--- src/rtl/core/upd_pkg.sv ---
// Shared types, character codes and helper functions for the URL percent decoder.
package upd_pkg;

	// Character codes that the decoder treats specially.
	localparam logic [7:0] CH_PLUS    = 8'h2B;
	localparam logic [7:0] CH_PERCENT = 8'h25;
	localparam logic [7:0] CH_SPACE   = 8'h20;

	// One escape digit carries four bits of the decoded byte.
	localparam int unsigned HEX_RADIX   = 16;
	localparam int unsigned HEX_DIGIT_W = $clog2(HEX_RADIX);

	// A single input word yields at most three output words.
	localparam int unsigned MAX_OUT = 3;
	localparam int unsigned CNT_W   = $clog2(MAX_OUT + 1);

	// Escape tracking: nothing pending, '%' seen, '%' and one digit seen.
	typedef enum logic [1:0] {
		PH_IDLE  = 2'd0,
		PH_PCT   = 2'd1,
		PH_DIGIT = 2'd2
	} phase_t;

	// Group of decoded words produced by one input word.
	typedef struct packed {
		logic [MAX_OUT-1:0][7:0] data;
		logic [CNT_W-1:0]        count;
		logic                    last;
	} bundle_t;

	// True for 0-9, A-F and a-f.
	function automatic logic is_hex(input logic [7:0] c);
		return ((c >= 8'h30) && (c <= 8'h39)) ||
		       ((c >= 8'h41) && (c <= 8'h46)) ||
		       ((c >= 8'h61) && (c <= 8'h66));
	endfunction

	// Value of a hex digit; anything else gives zero.
	function automatic logic [HEX_DIGIT_W-1:0] hex_value(input logic [7:0] c);
		logic [7:0] v;
		v = 8'h00;
		if ((c >= 8'h30) && (c <= 8'h39)) begin
			v = c - 8'h30;
		end else if ((c >= 8'h41) && (c <= 8'h46)) begin
			v = c - 8'h41 + 8'd10;
		end else if ((c >= 8'h61) && (c <= 8'h66)) begin
			v = c - 8'h61 + 8'd10;
		end
		return v[HEX_DIGIT_W-1:0];
	endfunction

endpackage

--- src/rtl/core/upd_front.sv ---
// Front end: accepts input words, tracks escape state and forms output bundles.
module upd_front (
	input  logic            clk,
	input  logic            arst_n,
	input  logic            push,
	input  logic [7:0]      in_byte,
	input  logic            last_byte,
	input  logic            q_full,
	output logic            wr_en,
	output upd_pkg::bundle_t wr_data
);

	upd_pkg::phase_t phase_q, phase_d, mid_phase;
	logic [7:0]      digit_q, digit_d, mid_digit;
	logic            accept;
	logic            c_hex;
	logic            fresh_emit;
	logic [7:0]      fresh_val;
	logic [upd_pkg::CNT_W-1:0] n;
	upd_pkg::bundle_t bnd;

	assign accept = push && !q_full;
	assign c_hex  = upd_pkg::is_hex(in_byte);

	// A byte handled with no escape pending: '+' becomes a space, '%' opens an escape.
	assign fresh_emit = (in_byte != upd_pkg::CH_PERCENT);
	assign fresh_val  = (in_byte == upd_pkg::CH_PLUS) ? upd_pkg::CH_SPACE : in_byte;

	// Next escape state, first after the byte itself and then after any end-of-stream flush.
	always_comb begin
		mid_phase = upd_pkg::PH_IDLE;
		mid_digit = digit_q;
		case (phase_q)
			upd_pkg::PH_PCT: begin
				if (c_hex) begin
					mid_phase = upd_pkg::PH_DIGIT;
					mid_digit = in_byte;
				end else if (in_byte == upd_pkg::CH_PERCENT) begin
					mid_phase = upd_pkg::PH_PCT;
				end
			end
			upd_pkg::PH_DIGIT: begin
				if (!c_hex && (in_byte == upd_pkg::CH_PERCENT)) begin
					mid_phase = upd_pkg::PH_PCT;
				end
			end
			default: begin
				if (in_byte == upd_pkg::CH_PERCENT) begin
					mid_phase = upd_pkg::PH_PCT;
				end
			end
		endcase
		phase_d = last_byte ? upd_pkg::PH_IDLE : mid_phase;
		digit_d = last_byte ? 8'h00 : mid_digit;
	end

	// Words produced by this input, in order, packed into one bundle.
	always_comb begin
		bnd = '0;
		n   = '0;
		case (phase_q)
			upd_pkg::PH_PCT: begin
				if (!c_hex) begin
					bnd.data[n] = upd_pkg::CH_PERCENT;
					n = n + 1'b1;
					if (fresh_emit) begin
						bnd.data[n] = fresh_val;
						n = n + 1'b1;
					end
				end
			end
			upd_pkg::PH_DIGIT: begin
				if (c_hex) begin
					bnd.data[n] = {upd_pkg::hex_value(digit_q), upd_pkg::hex_value(in_byte)};
					n = n + 1'b1;
				end else begin
					bnd.data[n] = upd_pkg::CH_PERCENT;
					n = n + 1'b1;
					bnd.data[n] = digit_q;
					n = n + 1'b1;
					if (fresh_emit) begin
						bnd.data[n] = fresh_val;
						n = n + 1'b1;
					end
				end
			end
			default: begin
				if (fresh_emit) begin
					bnd.data[n] = fresh_val;
					n = n + 1'b1;
				end
			end
		endcase
		// An escape left open at the end of the stream goes out literally.
		if (last_byte) begin
			if (mid_phase == upd_pkg::PH_PCT) begin
				bnd.data[n] = upd_pkg::CH_PERCENT;
				n = n + 1'b1;
			end else if (mid_phase == upd_pkg::PH_DIGIT) begin
				bnd.data[n] = upd_pkg::CH_PERCENT;
				n = n + 1'b1;
				bnd.data[n] = mid_digit;
				n = n + 1'b1;
			end
		end
		bnd.count = n;
		bnd.last  = last_byte;
	end

	assign wr_en   = accept && (n != '0);
	assign wr_data = bnd;

	// Escape state advances on every accepted word.
	always_ff @(posedge clk or negedge arst_n) begin
		if (!arst_n) begin
			phase_q <= upd_pkg::PH_IDLE;
			digit_q <= 8'h00;
		end else if (accept) begin
			phase_q <= phase_d;
			digit_q <= digit_d;
		end
	end

endmodule

--- src/rtl/core/upd_queue.sv ---
// Short bundle queue that decouples the front end from the output sequencer.
module upd_queue #(
	parameter int unsigned DEPTH = 2
) (
	input  logic             clk,
	input  logic             arst_n,
	input  logic             wr_en,
	input  upd_pkg::bundle_t wr_data,
	input  logic             rd_en,
	output upd_pkg::bundle_t rd_data,
	output logic             q_full,
	output logic             q_empty
);

	localparam int unsigned PTR_W = (DEPTH > 1) ? $clog2(DEPTH) : 1;
	localparam int unsigned CNT_W = $clog2(DEPTH + 1);

	upd_pkg::bundle_t mem_q [DEPTH];
	logic [PTR_W-1:0] wr_ptr_q, rd_ptr_q;
	logic [CNT_W-1:0] count_q;

	assign q_full  = (count_q == CNT_W'(DEPTH));
	assign q_empty = (count_q == '0);
	assign rd_data = mem_q[rd_ptr_q];

	// Entry storage.
	always_ff @(posedge clk) begin
		if (wr_en) begin
			mem_q[wr_ptr_q] <= wr_data;
		end
	end

	// Pointers wrap at the queue depth; the count tracks occupancy.
	always_ff @(posedge clk or negedge arst_n) begin
		if (!arst_n) begin
			wr_ptr_q <= '0;
			rd_ptr_q <= '0;
			count_q  <= '0;
		end else begin
			if (wr_en) begin
				wr_ptr_q <= (wr_ptr_q == PTR_W'(DEPTH - 1)) ? '0 : wr_ptr_q + 1'b1;
			end
			if (rd_en) begin
				rd_ptr_q <= (rd_ptr_q == PTR_W'(DEPTH - 1)) ? '0 : rd_ptr_q + 1'b1;
			end
			if (wr_en && !rd_en) begin
				count_q <= count_q + 1'b1;
			end else if (rd_en && !wr_en) begin
				count_q <= count_q - 1'b1;
			end
		end
	end

`ifndef SYNTHESIS
	a_count_bound: assert property (@(posedge clk) disable iff (!arst_n)
		count_q <= CNT_W'(DEPTH))
		else $error("queue occupancy above depth");
	a_no_overwrite: assert property (@(posedge clk) disable iff (!arst_n)
		wr_en |-> !q_full)
		else $error("write into a full queue");
	a_no_underrun: assert property (@(posedge clk) disable iff (!arst_n)
		rd_en |-> !q_empty)
		else $error("read from an empty queue");
	a_bundle_nonempty: assert property (@(posedge clk) disable iff (!arst_n)
		wr_en |-> (wr_data.count != '0))
		else $error("empty bundle written");
	a_count_step: assert property (@(posedge clk) disable iff (!arst_n)
		(wr_en && !rd_en) |=> (count_q == $past(count_q) + 1'b1))
		else $error("occupancy did not rise on write");
`endif

endmodule

--- src/rtl/core/upd_back.sv ---
// Back end: walks each bundle one word at a time into the output register.
module upd_back (
	input  logic             clk,
	input  logic             arst_n,
	input  upd_pkg::bundle_t rd_data,
	input  logic             q_empty,
	output logic             rd_en,
	input  logic             pop,
	output logic             empty,
	output logic [7:0]       out_byte,
	output logic             out_last
);

	logic [upd_pkg::CNT_W-1:0] idx_q;
	logic                      out_valid_q;
	logic [7:0]                out_byte_q;
	logic                      out_last_q;
	logic                      pop_ok;
	logic                      take;
	logic                      is_end;

	// A word moves into the output register when it is free or being emptied.
	assign pop_ok = pop && out_valid_q;
	assign take   = !q_empty && (!out_valid_q || pop_ok);
	assign is_end = (idx_q == rd_data.count - 1'b1);
	assign rd_en  = take && is_end;

	assign empty    = !out_valid_q;
	assign out_byte = out_byte_q;
	assign out_last = out_last_q;

	// Word index within the head bundle and output valid flag.
	always_ff @(posedge clk or negedge arst_n) begin
		if (!arst_n) begin
			idx_q       <= '0;
			out_valid_q <= 1'b0;
		end else begin
			if (take) begin
				idx_q       <= is_end ? '0 : idx_q + 1'b1;
				out_valid_q <= 1'b1;
			end else if (pop_ok) begin
				out_valid_q <= 1'b0;
			end
		end
	end

	// Output payload; the end mark rides on the final word of the final bundle.
	always_ff @(posedge clk) begin
		if (take) begin
			out_byte_q <= rd_data.data[idx_q];
			out_last_q <= rd_data.last && is_end;
		end
	end

endmodule

--- src/rtl/core/url_percent_decoder.sv ---
// Top level of the streaming URL percent decoder.
// Usage:
//   Input channel: present in_byte and last_byte with push; a word is taken at a
//   rising edge where push is high and full is low. Raise last_byte on the final
//   byte of a stream.
//   Output channel: while empty is low, out_byte and out_last hold the oldest
//   decoded word; it is taken at a rising edge where pop is high.
//   A '+' decodes to a space and '%' with two hex digits to the byte they spell.
//   A broken escape is passed through literally, so one input word may give none,
//   one, two or three output words; out_last marks the final one of a stream.
// Path: an accepted word's bundle is written into the queue, then its words move to the output register.
// Throughput: one input word per cycle while each yields at most one output word
//   and the receiver pops every word; the output register drains one word per cycle
//   while pop is held high, so a word that yields two or three output words holds the
//   output side longer, and the bundle queue (QUEUE_DEPTH entries) absorbs the difference before full is raised.
// Reset: arst_n clears escape state, the queue occupancy and the output valid flag at once.
// A stalled receiver holds the output word; the queue fills and full then holds
// off the sender without loss.
module url_percent_decoder #(
	parameter int unsigned QUEUE_DEPTH = 2
) (
	input  logic       clk,
	input  logic       arst_n,
	input  logic       push,
	output logic       full,
	input  logic [7:0] in_byte,
	input  logic       last_byte,
	output logic       empty,
	input  logic       pop,
	output logic [7:0] out_byte,
	output logic       out_last
);

	logic             wr_en, rd_en, q_full, q_empty;
	upd_pkg::bundle_t wr_data, rd_data;

	assign full = q_full;

	// Escape tracking and bundle formation.
	upd_front u_front (
		.clk       (clk),
		.arst_n    (arst_n),
		.push      (push),
		.in_byte   (in_byte),
		.last_byte (last_byte),
		.q_full    (q_full),
		.wr_en     (wr_en),
		.wr_data   (wr_data)
	);

	// Bundle queue between the two halves.
	upd_queue #(
		.DEPTH (QUEUE_DEPTH)
	) u_queue (
		.clk     (clk),
		.arst_n  (arst_n),
		.wr_en   (wr_en),
		.wr_data (wr_data),
		.rd_en   (rd_en),
		.rd_data (rd_data),
		.q_full  (q_full),
		.q_empty (q_empty)
	);

	// Word-by-word output sequencing.
	upd_back u_back (
		.clk      (clk),
		.arst_n   (arst_n),
		.rd_data  (rd_data),
		.q_empty  (q_empty),
		.rd_en    (rd_en),
		.pop      (pop),
		.empty    (empty),
		.out_byte (out_byte),
		.out_last (out_last)
	);

endmodule
--- config.mk ---
export PLATFORM = sky130hd
export DESIGN_NAME = url_percent_decoder
export DESIGN_NICKNAME = d
export VERILOG_FILES = /design/src/rtl/core/upd_pkg.sv /design/src/rtl/core/upd_front.sv /design/src/rtl/core/upd_queue.sv /design/src/rtl/core/upd_back.sv /design/src/rtl/core/url_percent_decoder.sv
export SDC_FILE = /design/constraint.sdc
export NUM_CORES = 1
export LEC_CHECK = 0
export BUFFER_PORTS_ARGS = -buffer_cell sky130_fd_sc_hd__buf_2
export CAP_MARGIN = 20
export CORE_ASPECT_RATIO = 1.25
export CORE_MARGIN = 2
export CORE_UTILIZATION = 50
export DETAILED_ROUTE_END_ITERATION = 6
export GPL_ROUTABILITY_DRIVEN = 0
export PLACE_DENSITY = 0.71
export RECOVER_POWER = 25
export REMOVE_ABC_BUFFERS = 1
export SYNTH_ARGS = -nofsm -noshare
export SYNTH_HDL_FRONTEND = slang
export SYNTH_SLANG_ARGS = --single-unit
--- constraint.sdc ---
create_clock -name clk -period 13.2 [get_ports clk]
set_input_delay 2.64 -clock clk [delete_from_list [all_inputs] [get_ports clk]]
set_output_delay 2.64 -clock clk [all_outputs]
set_load 0.03 [all_outputs]
==> Flow_metrics.wiki, run 1 <==
{| class="wikitable"
! Metric !! Value
|-
| GRT Total Usage || 22.5%
|-
| CTS sink count || 80
|-
| Die footprint || 10300 µm²
|-
| Worst-Skew Late Latency || 340 ps
|-
| Number of stages on the worst hold path || 1
|-
| Portion of netlist area occupied by mux cells || 9.74%
|-
| Async set or reset register ratio after synthesis || 21.3%
|-
| Kind of launch point of the worst setup path || input pin
|-
| Final max-slew violation count || 21
|-
| Total number of placement rows || 39
|-
| Synth-to-Final Area Change || 10.3%
|-
| Fraction of layout cells with a size suffix above 1 || 13.2%
|-
| Horizontal die dimension || 91.1 µm
|-
| Reg-to-Reg Start || u_front.phase_q[0]$_DFFE_PN0P_
|-
| Top-Level Pins || 24
|-
| Power per unit of standard cell area || 190 nW/µm²
|-
| Cell-by-cell trace of the critical path || buf_2 -> inv_1 -> ha_1 -> nor3b_1 -> a311oi_2 -> a21o_1 -> or3_1 -> ha_1 -> and2_1 -> o41ai_1 -> a21oi_1 -> o21ai_1 -> a21oi_1 -> ha_1 -> xor2_1 -> nor2_1 -> xor2_1
|-
| Count of filler cells inserted in the layout || 810
|-
| Total Neg Setup Slack || 0 ps
|-
| Number of antenna violations at the first check in global routing || 0
|-
| Net count, final || 457
|-
| Rel. slew slack || -1.36%
|-
| Max capacitance violation total || 1
|-
| Final cell count without fillers || 555
|-
| Largest family of logic cells by synthesized area || compound AO/OA/AOI/OAI gates
|-
| Vias per Instance || 6.35
|-
| Highest fanout seen on the critical path || 14
|-
| Post-Synth XOR/XNOR Area || 1.11%
|-
| Data arrival time of the critical path || 6550 ps
|-
| Worst hold start || u_queue.count_q[1]$_DFFE_PN0P_
|-
| Resized Gates After CTS || 0
|-
| RSZ-0062 raised after global routing || false
|-
| Sequential group share of total power || 41.5%
|-
| Final wirelength || 10900 µm
|-
| Hold-fix buffers at CTS || 0
|-
| Total power consumption of the routed design || 0.992 mW
|-
| Yosys cell types || 74
|-
| Warning count from the yosys run || 0
|-
| Root Buffer Master || sky130_fd_sc_hd__clkbuf_16
|-
| CTS clk-pin slew, worst paths || 60 ps
|-
| Hold Path End || u_queue.count_q[1]$_DFFE_PN0P_
|-
| Setup-failing EPs final || 0
|-
| Number of enable flip-flop cells after synthesis || 63
|-
| Share of power burned in the clock network || 27.0%
|-
| H-tree depth || 3
|-
| Cell count after placement || 539
|-
| Via count of the routed design || 3522
|-
| Area fraction in compound gates after synthesis || 18.8%
|-
| Class of the tightest hold or removal check || register to register
|-
| Required time reported for the critical path endpoint || 13460 ps
|-
| Leak pwr || 1.93 nW
|-
| Slowest cell on the critical path || sky130_fd_sc_hd__or3_1
|-
| Depth of the worst register-to-register path || 16
|-
| Core area || 9170 µm²
|-
| Most frequent cells in the layout || sky130_fd_sc_hd__edfxtp_1, sky130_fd_sc_hd__inv_1, sky130_fd_sc_hd__nand2_1, sky130_fd_sc_hd__mux2i_1
|-
| Placed wire-length estimate after detailed placement || 7690 µm
|-
| TritonCTS clock tree || built
|-
| Crit Path Class || input pin to register
|-
| NetSw || 0.339 mW
|-
| Total of buffers placed on input and output ports || 23
|-
| Largest net degree at the start of global routing || 31
|-
| Worst Skew || 7.71 ps
|-
| Cell seen most often among critical-path stages || sky130_fd_sc_hd__ha_1
|-
| Run status || finished with violations
|-
| Wire length per cell || 19.6 µm
|-
| Final instance area || 5230 µm²
|-
| R2R Path End || u_queue.count_q[1]$_DFFE_PN0P_
|-
| DP Area || 4910 µm²
|-
| Post-layout min period || 6290 ps
|-
| FF+latch count, synth || 80
|-
| Number of inserted diodes || 0
|-
| Number of post-CTS setup repair buffers || 0
|-
| Most frequent standard cell in the layout excluding fill and tap cells || sky130_fd_sc_hd__edfxtp_1
|-
| Starting density of the core || 51.7%
|-
| Maximum VDD drop || 0.0802 mV
|-
| Worst-Margin Slew || 1520 ps
|-
| DR iter-0 viols || 305
|-
| Switching fraction of total power || 34.2%
|-
| Sequential cell area fraction in the yosys report || 48.9%
|-
| Internal Pwr Total || 0.653 mW
|-
| Maximum number of buffers from clock root to sink || 2
|-
| Violated checks || max-capacitance violations, max-slew violations
|-
| Endpoint type of the worst setup path || register
|-
| Overall overflow remaining after global route || 0
|-
| Cell count after synthesis || 419
|-
| Antenna-violating nets left || 0
|-
| Router iterations before antenna repair || 5
|-
| Maximum frequency from static timing analysis || 0.159 GHz
|-
| Prevailing post-synth register cell || sky130_fd_sc_hd__edfxtp_1
|-
| Post-Syn Area || 4740 µm²
|-
| Worst R2R Setup Slack || 9340 ps
|-
| Synthesized-area fraction occupied by and/or/nand/nor cells || 11.5%
|-
| Longest individual stage delay on the worst path || 480 ps
|-
| Final worst-path cycle share || 47.6%
|-
| First-pass GRT wire length || 18000 µm
|-
| CTS buffer count || 9
|-
| Number of remaining DRC errors || 0
|-
| Die H || 113 µm
|-
| Share of synthesized cell area in full adder, half adder and majority cells || 4.49%
|-
| Combinational Power Share || 31.5%
|-
| Via count of the first global-routing pass || 3389
|-
| Final Hold Violating Endpoints || 0
|-
| Per-instance average area after synthesis || 11.3 µm²
|}
## synthesized netlist by cell type, drive strengths merged, types with 3 or more instances
library cell | instances | area [µm²]
or3 | 6 | 37.5
a21oi | 17 | 85.1
a22oi | 8 | 60.1
a32oi | 13 | 114
o22ai | 17 | 106
nor3 | 6 | 30.0
clkbuf | 23 | 86.3
o211ai | 6 | 50.1
and3 | 4 | 25.0
inv | 31 | 116
a211oi | 5 | 37.5
a21o | 3 | 22.5
o21ai | 15 | 86.3
edfxtp | 63 | 1890
nand2b | 6 | 37.5
dfrtp | 17 | 425
and2 | 6 | 37.5
a22o | 3 | 26.3
xor2 | 3 | 26.3
o31ai | 4 | 30.0
xnor2 | 3 | 26.3
ha | 17 | 213
buf | 7 | 57.6
o21a | 3 | 22.5
mux4 | 8 | 180
mux2i | 27 | 270
nor2 | 17 | 63.8
o21bai | 3 | 22.5
nand4 | 4 | 40.0
nand2 | 29 | 109
nand3 | 5 | 25.0
## metrics by stage
step	worst slack, ps	utilization, %	hold WS, ps
floorplan	5770	-	460
global placement	6770	53.6	489
detailed placement	6610	53.6	502
CTS	6960	57.1	515
global route	6640	57.0	551
finish	6910	57.0	508
## worst max-delay path, delay by kind of cell
kind	cells	cell delay, ps
AO/OA/AOI/OAI	6	1410
buffers and inverters	2	320
AND/OR/NAND/NOR	4	1150
XOR/XNOR	2	290
adder cells (fa/ha/maj)	3	740
## flip-flops by register name (all words and copies together) (netlist names), 2 cells and up
name,count
u_back.idx_q,2
u_queue.mem_q,54
u_front.digit_q,8
u_front.phase_q,2
u_back.out_byte,8
u_queue.count_q,2
## layout make-up
cell class / count / area (µm²) / share of cell area [%]
flip-flops and latches: 80 / 2320 / 44.3
multi-input cells: 278 / 2180 / 41.7
well taps: 123 / 154 / 2.94
clock buffers: 9 / 225 / 4.31
repair buffers: 27 / 134 / 2.56
clock inverters: 7 / 101 / 1.94
inverters: 31 / 116 / 2.23
## how the worst max path moves through the flow
stage	startpoint	end	slack, ps	cells after the start
floorplan	in_byte[3]	u_queue.mem_q[1][0]$_DFFE_PP_	5770	10
global placement	in_byte[1]	u_queue.count_q[1]$_DFFE_PN0P_	6770	17
detailed placement	in_byte[1]	u_queue.count_q[1]$_DFFE_PN0P_	6610	17
CTS	in_byte[1]	u_queue.count_q[1]$_DFFE_PN0P_	6960	17
global route	in_byte[1]	u_queue.count_q[1]$_DFFE_PN0P_	6640	17
finish	in_byte[1]	u_queue.count_q[1]$_DFFE_PN0P_	6910	17
## logic make-up after synthesis
logic type | count (synthesis)
and+or+nand+nor | 99
buffers and inverters | 61
DFF | 80
xor gates and xnor gates | 6
muxes | 36
adders and majority gates | 17
AOI/OAI and AO/OA | 120
## layer usage
metal / global-route usage, % / share of wire [%] / up-vias
met5: 0 / 0 / -
met3: 4.79 / 7.4 / 36
met1: 28.4 / 39 / 1673
li1: - / - / 1627
met4: 10.4 / 4.2 / 0
met2: 37.3 / 49 / 186
## power by group through the flow
stage	logic [mW]	registers, mW	clock network (mW)
2_1_floorplan	0.195	0.447	0
3_3_place_gp	0.308	0.413	0
3_5_place_dp	0.314	0.416	0
4_1_cts	0.316	0.411	0.274
5_1_grt	0.347	0.421	0.282
6_report	0.313	0.411	0.268
No activity file was read; power rests on OpenSTA's default activity.
==> run 2, diff against run 1 <==
--- a/config.mk
+++ b/config.mk
@@ -5,6 +5,7 @@
 export SDC_FILE = /design/constraint.sdc
 export NUM_CORES = 1
 export LEC_CHECK = 0
+export ABC_AREA = 1
 export BUFFER_PORTS_ARGS = -buffer_cell sky130_fd_sc_hd__buf_2
 export CAP_MARGIN = 20
 export CORE_ASPECT_RATIO = 1.25
@@ -12,7 +13,7 @@
 export CORE_UTILIZATION = 50
 export DETAILED_ROUTE_END_ITERATION = 6
 export GPL_ROUTABILITY_DRIVEN = 0
-export PLACE_DENSITY = 0.71
+export PLACE_DENSITY = 0.74
 export RECOVER_POWER = 25
 export REMOVE_ABC_BUFFERS = 1
 export SYNTH_ARGS = -nofsm -noshare
==> constraint.sdc (replaced) <==
create_clock -name clk -period 5.3 [get_ports clk]
set_input_delay 1.06 -clock clk [delete_from_list [all_inputs] [get_ports clk]]
set_output_delay 1.06 -clock clk [all_outputs]
set_load 0.03 [all_outputs]
==> Flow_metrics.wiki, run 2 <==
{| class="wikitable"
! Metric !! Value
|-
| Depth of the worst register-to-register path || 19
|-
| Setup-failing EPs final || 0
|-
| Net count, final || 565
|-
| R2R Path End || u_queue.count_q[1]$_DFFE_PN0P_
|-
| Cell with the most instances after synthesis || sky130_fd_sc_hd__nand2_1
|-
| Sequential group share of total power || 47.3%
|-
| Crit Path Class || input pin to register
|-
| Wire length per cell || 15.4 µm
|-
| Largest family of logic cells by synthesized area || simple AND/OR/NAND/NOR gates
|-
| Resized Gates After CTS || 0
|-
| Share of synthesized cell area in full adder, half adder and majority cells || 4.73%
|-
| Hold-fix buffers at CTS || 0
|-
| Worst setup slack before clock tree synthesis || 873 ps
|-
| Cell count after synthesis || 508
|-
| Per-instance average area after synthesis || 8.85 µm²
|-
| Max capacitance violation total || 0
|-
| Area fraction in compound gates after synthesis || 13.5%
|-
| Endpoint type of the worst setup path || register
|-
| Fraction of layout cells with a size suffix above 1 || 10.9%
|-
| Kind of launch point of the worst setup path || input pin
|-
| Final Hold Violating Endpoints || 0
|-
| Class of the tightest hold or removal check || register to register
|-
| Number of stages on the worst hold path || 2
|-
| Number of enable flip-flop cells after synthesis || 63
|-
| Required time reported for the critical path endpoint || 5530 ps
|-
| Total power consumption of the routed design || 1.98 mW
|-
| Final wirelength || 10200 µm
|-
| Power per unit of standard cell area || 405 nW/µm²
|-
| Number of inserted diodes || 0
|-
| Worst R2R Setup Slack || 1730 ps
|-
| Worst hold start || u_queue.wr_ptr_q$_DFFE_PN0P_
|-
| Total of buffers placed on input and output ports || 23
|-
| FF+latch count, synth || 80
|-
| Core area || 8700 µm²
|-
| Via count of the routed design || 3708
|-
| Post-Syn Area || 4500 µm²
|-
| Combinational Power Share || 33.5%
|-
| Root Buffer Master || sky130_fd_sc_hd__clkbuf_8
|-
| Final max-slew violation count || 0
|-
| Leak pwr || 2.13 nW
|-
| Async set or reset register ratio after synthesis || 21.3%
|-
| Prevailing post-synth register cell || sky130_fd_sc_hd__edfxtp_1
|-
| Share of power burned in the clock network || 19.3%
|-
| Final worst-path cycle share || 77.5%
|-
| Largest cells by area after synthesis || sky130_fd_sc_hd__edfxtp_1, sky130_fd_sc_hd__dfrtp_1, sky130_fd_sc_hd__nand2_1
|-
| Worst Slack Setup Final || 1190 ps
|-
| Area leader, netlist || sky130_fd_sc_hd__edfxtp_1
|-
| Router iterations before antenna repair || 5
|-
| CTS buffer count || 9
|-
| Largest register FFs || 54
|-
| Maximum frequency from static timing analysis || 0.243 GHz
|-
| Slowest cell on the critical path || sky130_fd_sc_hd__nand3_1
|-
| Overall overflow remaining after global route || 0
|-
| Reg-to-Reg Start || u_front.phase_q[0]$_DFFE_PN0P_
|-
| Horizontal die dimension || 88.8 µm
|-
| RSZ-0062 raised after global routing || false
|-
| Starting density of the core || 51.7%
|-
| Portion of netlist area occupied by mux cells || 0.223%
|-
| Total number of placement rows || 38
|-
| Placed wire-length estimate after detailed placement || 7520 µm
|-
| TritonCTS clock tree || built
|-
| Synth-to-Final Area Change || 8.88%
|-
| DR iter-0 viols || 296
|-
| Post-layout min period || 4110 ps
|-
| Most frequent cells in the layout || sky130_fd_sc_hd__nand2_1, sky130_fd_sc_hd__nor2_1, sky130_fd_sc_hd__inv_1, sky130_fd_sc_hd__edfxtp_1, sky130_fd_sc_hd__o21ai_0
|-
| CTS sink count || 80
|-
| Most frequent standard cell in the layout excluding fill and tap cells || sky130_fd_sc_hd__nand2_1
|-
| Number of post-CTS setup repair buffers || 0
|-
| Maximum VDD drop || 0.172 mV
|-
| Maximum number of buffers from clock root to sink || 2
|-
| Vias per Instance || 5.62
|-
| Run status || finished, final reports clean
|-
| Data arrival time of the critical path || 4340 ps
|-
| Warning count from the yosys run || 0
|-
| Top-Level Pins || 24
|-
| Die footprint || 9770 µm²
|-
| Switching fraction of total power || 37.5%
|-
| Hold Path End || u_queue.wr_ptr_q$_DFFE_PN0P_
|-
| H-tree depth || 3
|-
| Die H || 110 µm
|-
| Portion of synthesized cell area occupied by the leading cell type || 42.1%
|-
| Longest individual stage delay on the worst path || 330 ps
|-
| CTS clk-pin slew, worst paths || 70 ps
|-
| Worst Skew || 7.35 ps
|-
| Reg with most FFs || u_queue.mem_q
|-
| Via count of the first global-routing pass || 3477
|-
| Largest net degree at the start of global routing || 29
|-
| Antenna-violating nets left || 0
|-
| Sequential cell area fraction in the yosys report || 51.5%
|-
| NetSw || 0.743 mW
|-
| Cell seen most often among critical-path stages || sky130_fd_sc_hd__nand2_1
|-
| Yosys cell types || 38
|-
| Most instantiated cells after synthesis || sky130_fd_sc_hd__nand2_1, sky130_fd_sc_hd__nor2_1, sky130_fd_sc_hd__inv_1
|-
| Buffers and inverters on the worst path || 4
|-
| Worst-Skew Late Latency || 360 ps
|-
| GRT Total Usage || 22.3%
|-
| Synthesized-area fraction occupied by and/or/nand/nor cells || 20.8%
|-
| Post-Synth XOR/XNOR Area || 1.95%
|-
| Worst-Margin Slew || 1020 ps
|-
| Number of remaining DRC errors || 0
|-
| Number of antenna violations at the first check in global routing || 0
|-
| Rel. slew slack || 32.0%
|-
| Top Family by Delay on Critical Path || simple AND/OR/NAND/NOR gates
|-
| Total Neg Setup Slack || 0 ps
|-
| Highest fanout seen on the critical path || 11
|-
| First-pass GRT wire length || 16400 µm
|-
| Internal Pwr Total || 1.24 mW
|}
[run 2: cell count changes after synthesis, sizes merged, moves of 13 or more]
cell / change
a32oi: -13
mux2i: -26
nand3: +25
nand2: +70
o21ai: +45
nor2: +53
clkbuf: -14
inv: +37
[run 2: how the worst max path moves through the flow]
stage / startpoint / end / slack [ps] / depth (start not counted)
global route: in_byte[0] / u_queue.count_q[1]$_DFFE_PN0P_ / 810 / 25
detailed placement: in_byte[0] / u_queue.count_q[1]$_DFFE_PN0P_ / 870 / 25
finish: in_byte[0] / u_queue.count_q[1]$_DFFE_PN0P_ / 1190 / 25
floorplan: in_byte[0] / u_queue.mem_q[1][0]$_DFFE_PP_ / 860 / 20
global placement: in_byte[0] / u_queue.count_q[1]$_DFFE_PN0P_ / 1040 / 25
CTS: in_byte[0] / u_queue.count_q[1]$_DFFE_PN0P_ / 1240 / 25
[run 2: worst register-to-register path, cell delays in order (launching register included)]
cell and delay (ps):
sky130_fd_sc_hd__dfrtp_1 380, sky130_fd_sc_hd__inv_1 70, sky130_fd_sc_hd__ha_1 430, sky130_fd_sc_hd__inv_1 350, sky130_fd_sc_hd__nor2_1 190, sky130_fd_sc_hd__o21bai_1 230
sky130_fd_sc_hd__inv_1 160, sky130_fd_sc_hd__ha_1 290, sky130_fd_sc_hd__nor2_1 140, sky130_fd_sc_hd__nand4_1 100, sky130_fd_sc_hd__nand2_1 90, sky130_fd_sc_hd__nand2_1 50
sky130_fd_sc_hd__nand2_1 80, sky130_fd_sc_hd__nand2_1 70, sky130_fd_sc_hd__nand2_1 110, sky130_fd_sc_hd__inv_1 60, sky130_fd_sc_hd__ha_1 300, sky130_fd_sc_hd__a21oi_1 120
sky130_fd_sc_hd__o21ai_0 110, sky130_fd_sc_hd__xor2_1 160
[run 2: cell type report]
class | instances | area, µm²
fill | 769 | 3800
sequential | 80 | 2320
multi-input combinational | 345 | 1860
inverter | 71 | 267
tap | 120 | 150
timing repair buffer | 28 | 143
clock buffer | 9 | 124
clock inverter | 7 | 38.8
[run 2: power groups by stage]
stage / Combinational [mW] / Clock (mW) / Sequential (mW)
finish: 0.664 / 0.382 / 0.938
global placement: 0.655 / 0 / 0.946
floorplan: 0.381 / 0 / 1.03
detailed placement: 0.675 / 0 / 0.952
global route: 0.747 / 0.410 / 0.955
CTS: 0.678 / 0.385 / 0.938
[run 2: layer usage]
metal,global-route usage (%),share of wire (%),vias up
met5,0,0,-
met4,12.2,3.8,0
met3,4.02,6.3,33
met2,38.4,50,159
met1,26.2,40,1745
li1,-,-,1771
[run 2: cell families (layout without fill, tap and decap cells)]
| logic type | Yosys count | in the layout |
|---|---|---|
| AO/OA/AOI/OAI | 103 | 103 |
| XOR/XNOR | 10 | 10 |
| flip-flops | 80 | 80 |
| AND/OR/NAND/NOR | 214 | 214 |
| multiplexers | 1 | 1 |
| buffers and inverters | 83 | 115 |
| adder cells (fa/ha/maj) | 17 | 17 |
[run 2: through the flow]
step / cells / utilization, % / instance area (µm²) / hold WS (ps)
floorplan: 496 / - / 4440 / 442
global placement: 644 / 54.5 / 4740 / 455
detailed placement: 644 / 54.5 / 4740 / 461
CTS: 660 / 56.4 / 4910 / 478
global route: 660 / 56.3 / 4900 / 520
finish: 660 / 56.3 / 4900 / 475
==> run 3, diff against run 2 <==
--- a/config.mk
+++ b/config.mk
@@ -5,7 +5,7 @@
 export SDC_FILE = /design/constraint.sdc
 export NUM_CORES = 1
 export LEC_CHECK = 0
-export ABC_AREA = 1
+export ABC_AREA = 0
 export BUFFER_PORTS_ARGS = -buffer_cell sky130_fd_sc_hd__buf_2
 export CAP_MARGIN = 20
 export CORE_ASPECT_RATIO = 1.25
@@ -13,7 +13,7 @@
 export CORE_UTILIZATION = 50
 export DETAILED_ROUTE_END_ITERATION = 6
 export GPL_ROUTABILITY_DRIVEN = 0
-export PLACE_DENSITY = 0.74
+export PLACE_DENSITY = 0.71
 export RECOVER_POWER = 25
 export REMOVE_ABC_BUFFERS = 1
 export SYNTH_ARGS = -nofsm -noshare
==> constraint.sdc (replaced) <==
create_clock -name clk -period 3.95 [get_ports clk]
set_input_delay 0.79 -clock clk [delete_from_list [all_inputs] [get_ports clk]]
set_output_delay 0.79 -clock clk [all_outputs]
set_load 0.03 [all_outputs]
==> Flow_metrics.wiki, run 3 (synthesized netlist as in run 1, its figures left out) <==
{| class="wikitable"
! Metric !! Value
|-
| Run status || finished, final reports clean
|-
| Kind of launch point of the worst setup path || input pin
|-
| Final Hold Violating Endpoints || 0
|-
| Worst-Margin Slew || 1020 ps
|-
| Number of inserted diodes || 0
|-
| Root Buffer Master || sky130_fd_sc_hd__clkbuf_16
|-
| Count of filler cells inserted in the layout || 786
|-
| Cell count after placement || 566
|-
| Worst-Skew Late Latency || 330 ps
|-
| DR iter-0 viols || 370
|-
| Worst hold slack across all endpoints || 519 ps
|-
| Resized Gates After CTS || 0
|-
| Total of buffers placed on input and output ports || 23
|-
| Data arrival time of the critical path || 3910 ps
|-
| Switching fraction of total power || 34.0%
|-
| Total number of placement rows || 39
|-
| Maximum number of buffers from clock root to sink || 2
|-
| Timing startpoint of the critical path || in_byte[1]
|-
| Required time reported for the critical path endpoint || 4210 ps
|-
| Maximum VDD drop || 0.270 mV
|-
| Starting density of the core || 51.7%
|-
| Horizontal die dimension || 91.1 µm
|-
| Most frequent cells in the layout || sky130_fd_sc_hd__edfxtp_1, sky130_fd_sc_hd__inv_1, sky130_fd_sc_hd__nand2_1, sky130_fd_sc_hd__buf_4, sky130_fd_sc_hd__mux2i_1
|-
| FF/Latch Area || 2320 µm²
|-
| Most frequent standard cell in the layout excluding fill and tap cells || sky130_fd_sc_hd__edfxtp_1
|-
| Class of the tightest hold or removal check || register to register
|-
| CTS sink count || 80
|-
| Final max-slew violation count || 0
|-
| Setup-failing EPs final || 0
|-
| First-pass GRT wire length || 19300 µm
|-
| Number of remaining DRC errors || 0
|-
| Final wirelength || 11700 µm
|-
| TritonCTS clock tree || built
|-
| GRT Total Usage || 24.0%
|-
| Synth-to-Final Area Change || 14.7%
|-
| Worst Skew || 5.47 ps
|-
| Via count of the routed design || 3711
|-
| Leak pwr || 2.05 nW
|-
| Number of post-CTS setup repair buffers || 0
|-
| Largest register FFs || 54
|-
| CTS clk-pin slew, worst paths || 60 ps
|-
| Placed wire-length estimate after detailed placement || 8470 µm
|-
| Max capacitance violation total || 0
|-
| Fraction of layout cells with a size suffix above 1 || 16.8%
|-
| Die footprint || 10300 µm²
|-
| Highest fanout seen on the critical path || 3
|-
| Power per unit of standard cell area || 610 nW/µm²
|-
| Endpoint type of the worst setup path || register
|-
| Final standard cell utilization of the core || 59.3%
|-
| Sequential group share of total power || 42.3%
|-
| Post-layout min period || 3650 ps
|-
| Internal Pwr Total || 2.19 mW
|-
| Overall overflow remaining after global route || 0
|-
| Maximum frequency from static timing analysis || 0.274 GHz
|-
| Antenna-violating nets left || 0
|-
| Vias per Instance || 6.38
|-
| Final worst-path cycle share || 92.5%
|-
| Share of power burned in the clock network || 26.2%
|-
| Rel. slew slack || 32.3%
|-
| RSZ-0062 raised after global routing || false
|-
| Number of antenna violations at the first check in global routing || 0
|-
| Reg with most FFs || u_queue.mem_q
|-
| Final cell count without fillers || 582
|-
| Die H || 113 µm
|-
| Wire length per cell || 20.0 µm
|-
| Combinational Power Share || 31.5%
|-
| Core area || 9170 µm²
|-
| NetSw || 1.13 mW
|-
| Crit Path Class || input pin to register
|-
| Via count of the first global-routing pass || 3762
|-
| Top-Level Pins || 24
|-
| Largest net degree at the start of global routing || 28
|-
| Router iterations before antenna repair || 5
|-
| Net count, final || 484
|-
| Total area of multi-input combinational cells || 2180 µm²
|-
| CTS buffer count || 9
|-
| Worst hold start || u_back.out_valid_q$_DFFE_PN0P_
|-
| Reg-to-Reg Start || u_front.phase_q[0]$_DFFE_PN0P_
|-
| H-tree depth || 3
|-
| Hold-fix buffers at CTS || 0
|}
## run 3: cell types whose count changed in the layout (fill, tap and decap cells not counted), moves of 9 or more
| cell | delta |
|---|---|
| sky130_fd_sc_hd__a32oi_1 | +13 |
| sky130_fd_sc_hd__buf_4 | +25 |
| sky130_fd_sc_hd__clkbuf_16 | +9 |
| sky130_fd_sc_hd__clkbuf_8 | -9 |
| sky130_fd_sc_hd__inv_1 | -33 |
| sky130_fd_sc_hd__mux2i_1 | +26 |
| sky130_fd_sc_hd__nand2_1 | -64 |
| sky130_fd_sc_hd__nand3_1 | -23 |
| sky130_fd_sc_hd__nor2_1 | -49 |
| sky130_fd_sc_hd__o21ai_0 | -41 |
## run 3: cell type report
cell class | count | area share (%)
clock inverters | 5 | 1.49
repair buffers | 54 | 6.58
multi-input cells | 278 | 40.1
well taps | 123 | 2.83
flip-flops and latches | 80 | 42.6
inverters | 31 | 2.14
clock buffers | 11 | 4.28
## run 3: critical path: stages
cell and delay (ps):
sky130_fd_sc_hd__buf_2 100, sky130_fd_sc_hd__inv_1 110, sky130_fd_sc_hd__ha_1 210, sky130_fd_sc_hd__nor3b_1 330, sky130_fd_sc_hd__a311oi_2 90, sky130_fd_sc_hd__a21o_1 220
sky130_fd_sc_hd__or3_1 370, sky130_fd_sc_hd__ha_1 270, sky130_fd_sc_hd__and2_1 150, sky130_fd_sc_hd__o41ai_1 320, sky130_fd_sc_hd__a21oi_1 100, sky130_fd_sc_hd__o21ai_1 130
sky130_fd_sc_hd__a21oi_1 100, sky130_fd_sc_hd__ha_1 200, sky130_fd_sc_hd__xor2_1 140, sky130_fd_sc_hd__nor2_1 120, sky130_fd_sc_hd__xor2_1 150
## run 3: routing by layer
layer	vias to the layer above	GRT usage, %	part of all wire, %
li1	1686	-	-
met1	1829	29.3	41
met2	156	41.7	51
met3	40	4.53	5.4
met4	0	10.4	2.8
met5	-	0	0
## run 3: path summary, 6_finish.rpt
path                                                  end  slack, ps  cells after the start
max                        u_queue.count_q[1]$_DFFE_PN0P_        300                     17
min                        u_back.out_valid_q$_DFFE_PN0P_        520                      2
max reg2reg                u_queue.count_q[1]$_DFFE_PN0P_        710                     14
min reg2reg                u_back.out_valid_q$_DFFE_PN0P_        520                      2
max in group asynchronous  u_front.digit_q[7]$_DFFE_PN0P_       2730                      1
min in group asynchronous    u_queue.wr_ptr_q$_DFFE_PN0P_        610                      1
## run 3: through the flow
step | area (µm²) | power [mW] | setup TNS, ps | setup WS [ps]
after floorplan | 4600 | 2.15 | -85780 | -1630
after global placement | 5140 | 2.44 | 0 | 74.0
after detailed placement | 5140 | 2.48 | -457 | -30.9
after CTS | 5460 | 3.35 | 0 | 306
after global routing | 5440 | 3.51 | 0 | 53.6
final | 5440 | 3.32 | 0 | 297
## run 3: power by group through the flow
| stage | clock [mW] | sequential [mW] | combinational [mW] |
|---|---|---|---|
| after floorplan | 0 | 1.49 | 0.652 |
| after global placement | 0 | 1.40 | 1.04 |
| after detailed placement | 0 | 1.41 | 1.06 |
| after CTS | 0.881 | 1.40 | 1.07 |
| after global routing | 0.919 | 1.43 | 1.16 |
| final | 0.869 | 1.40 | 1.04 |
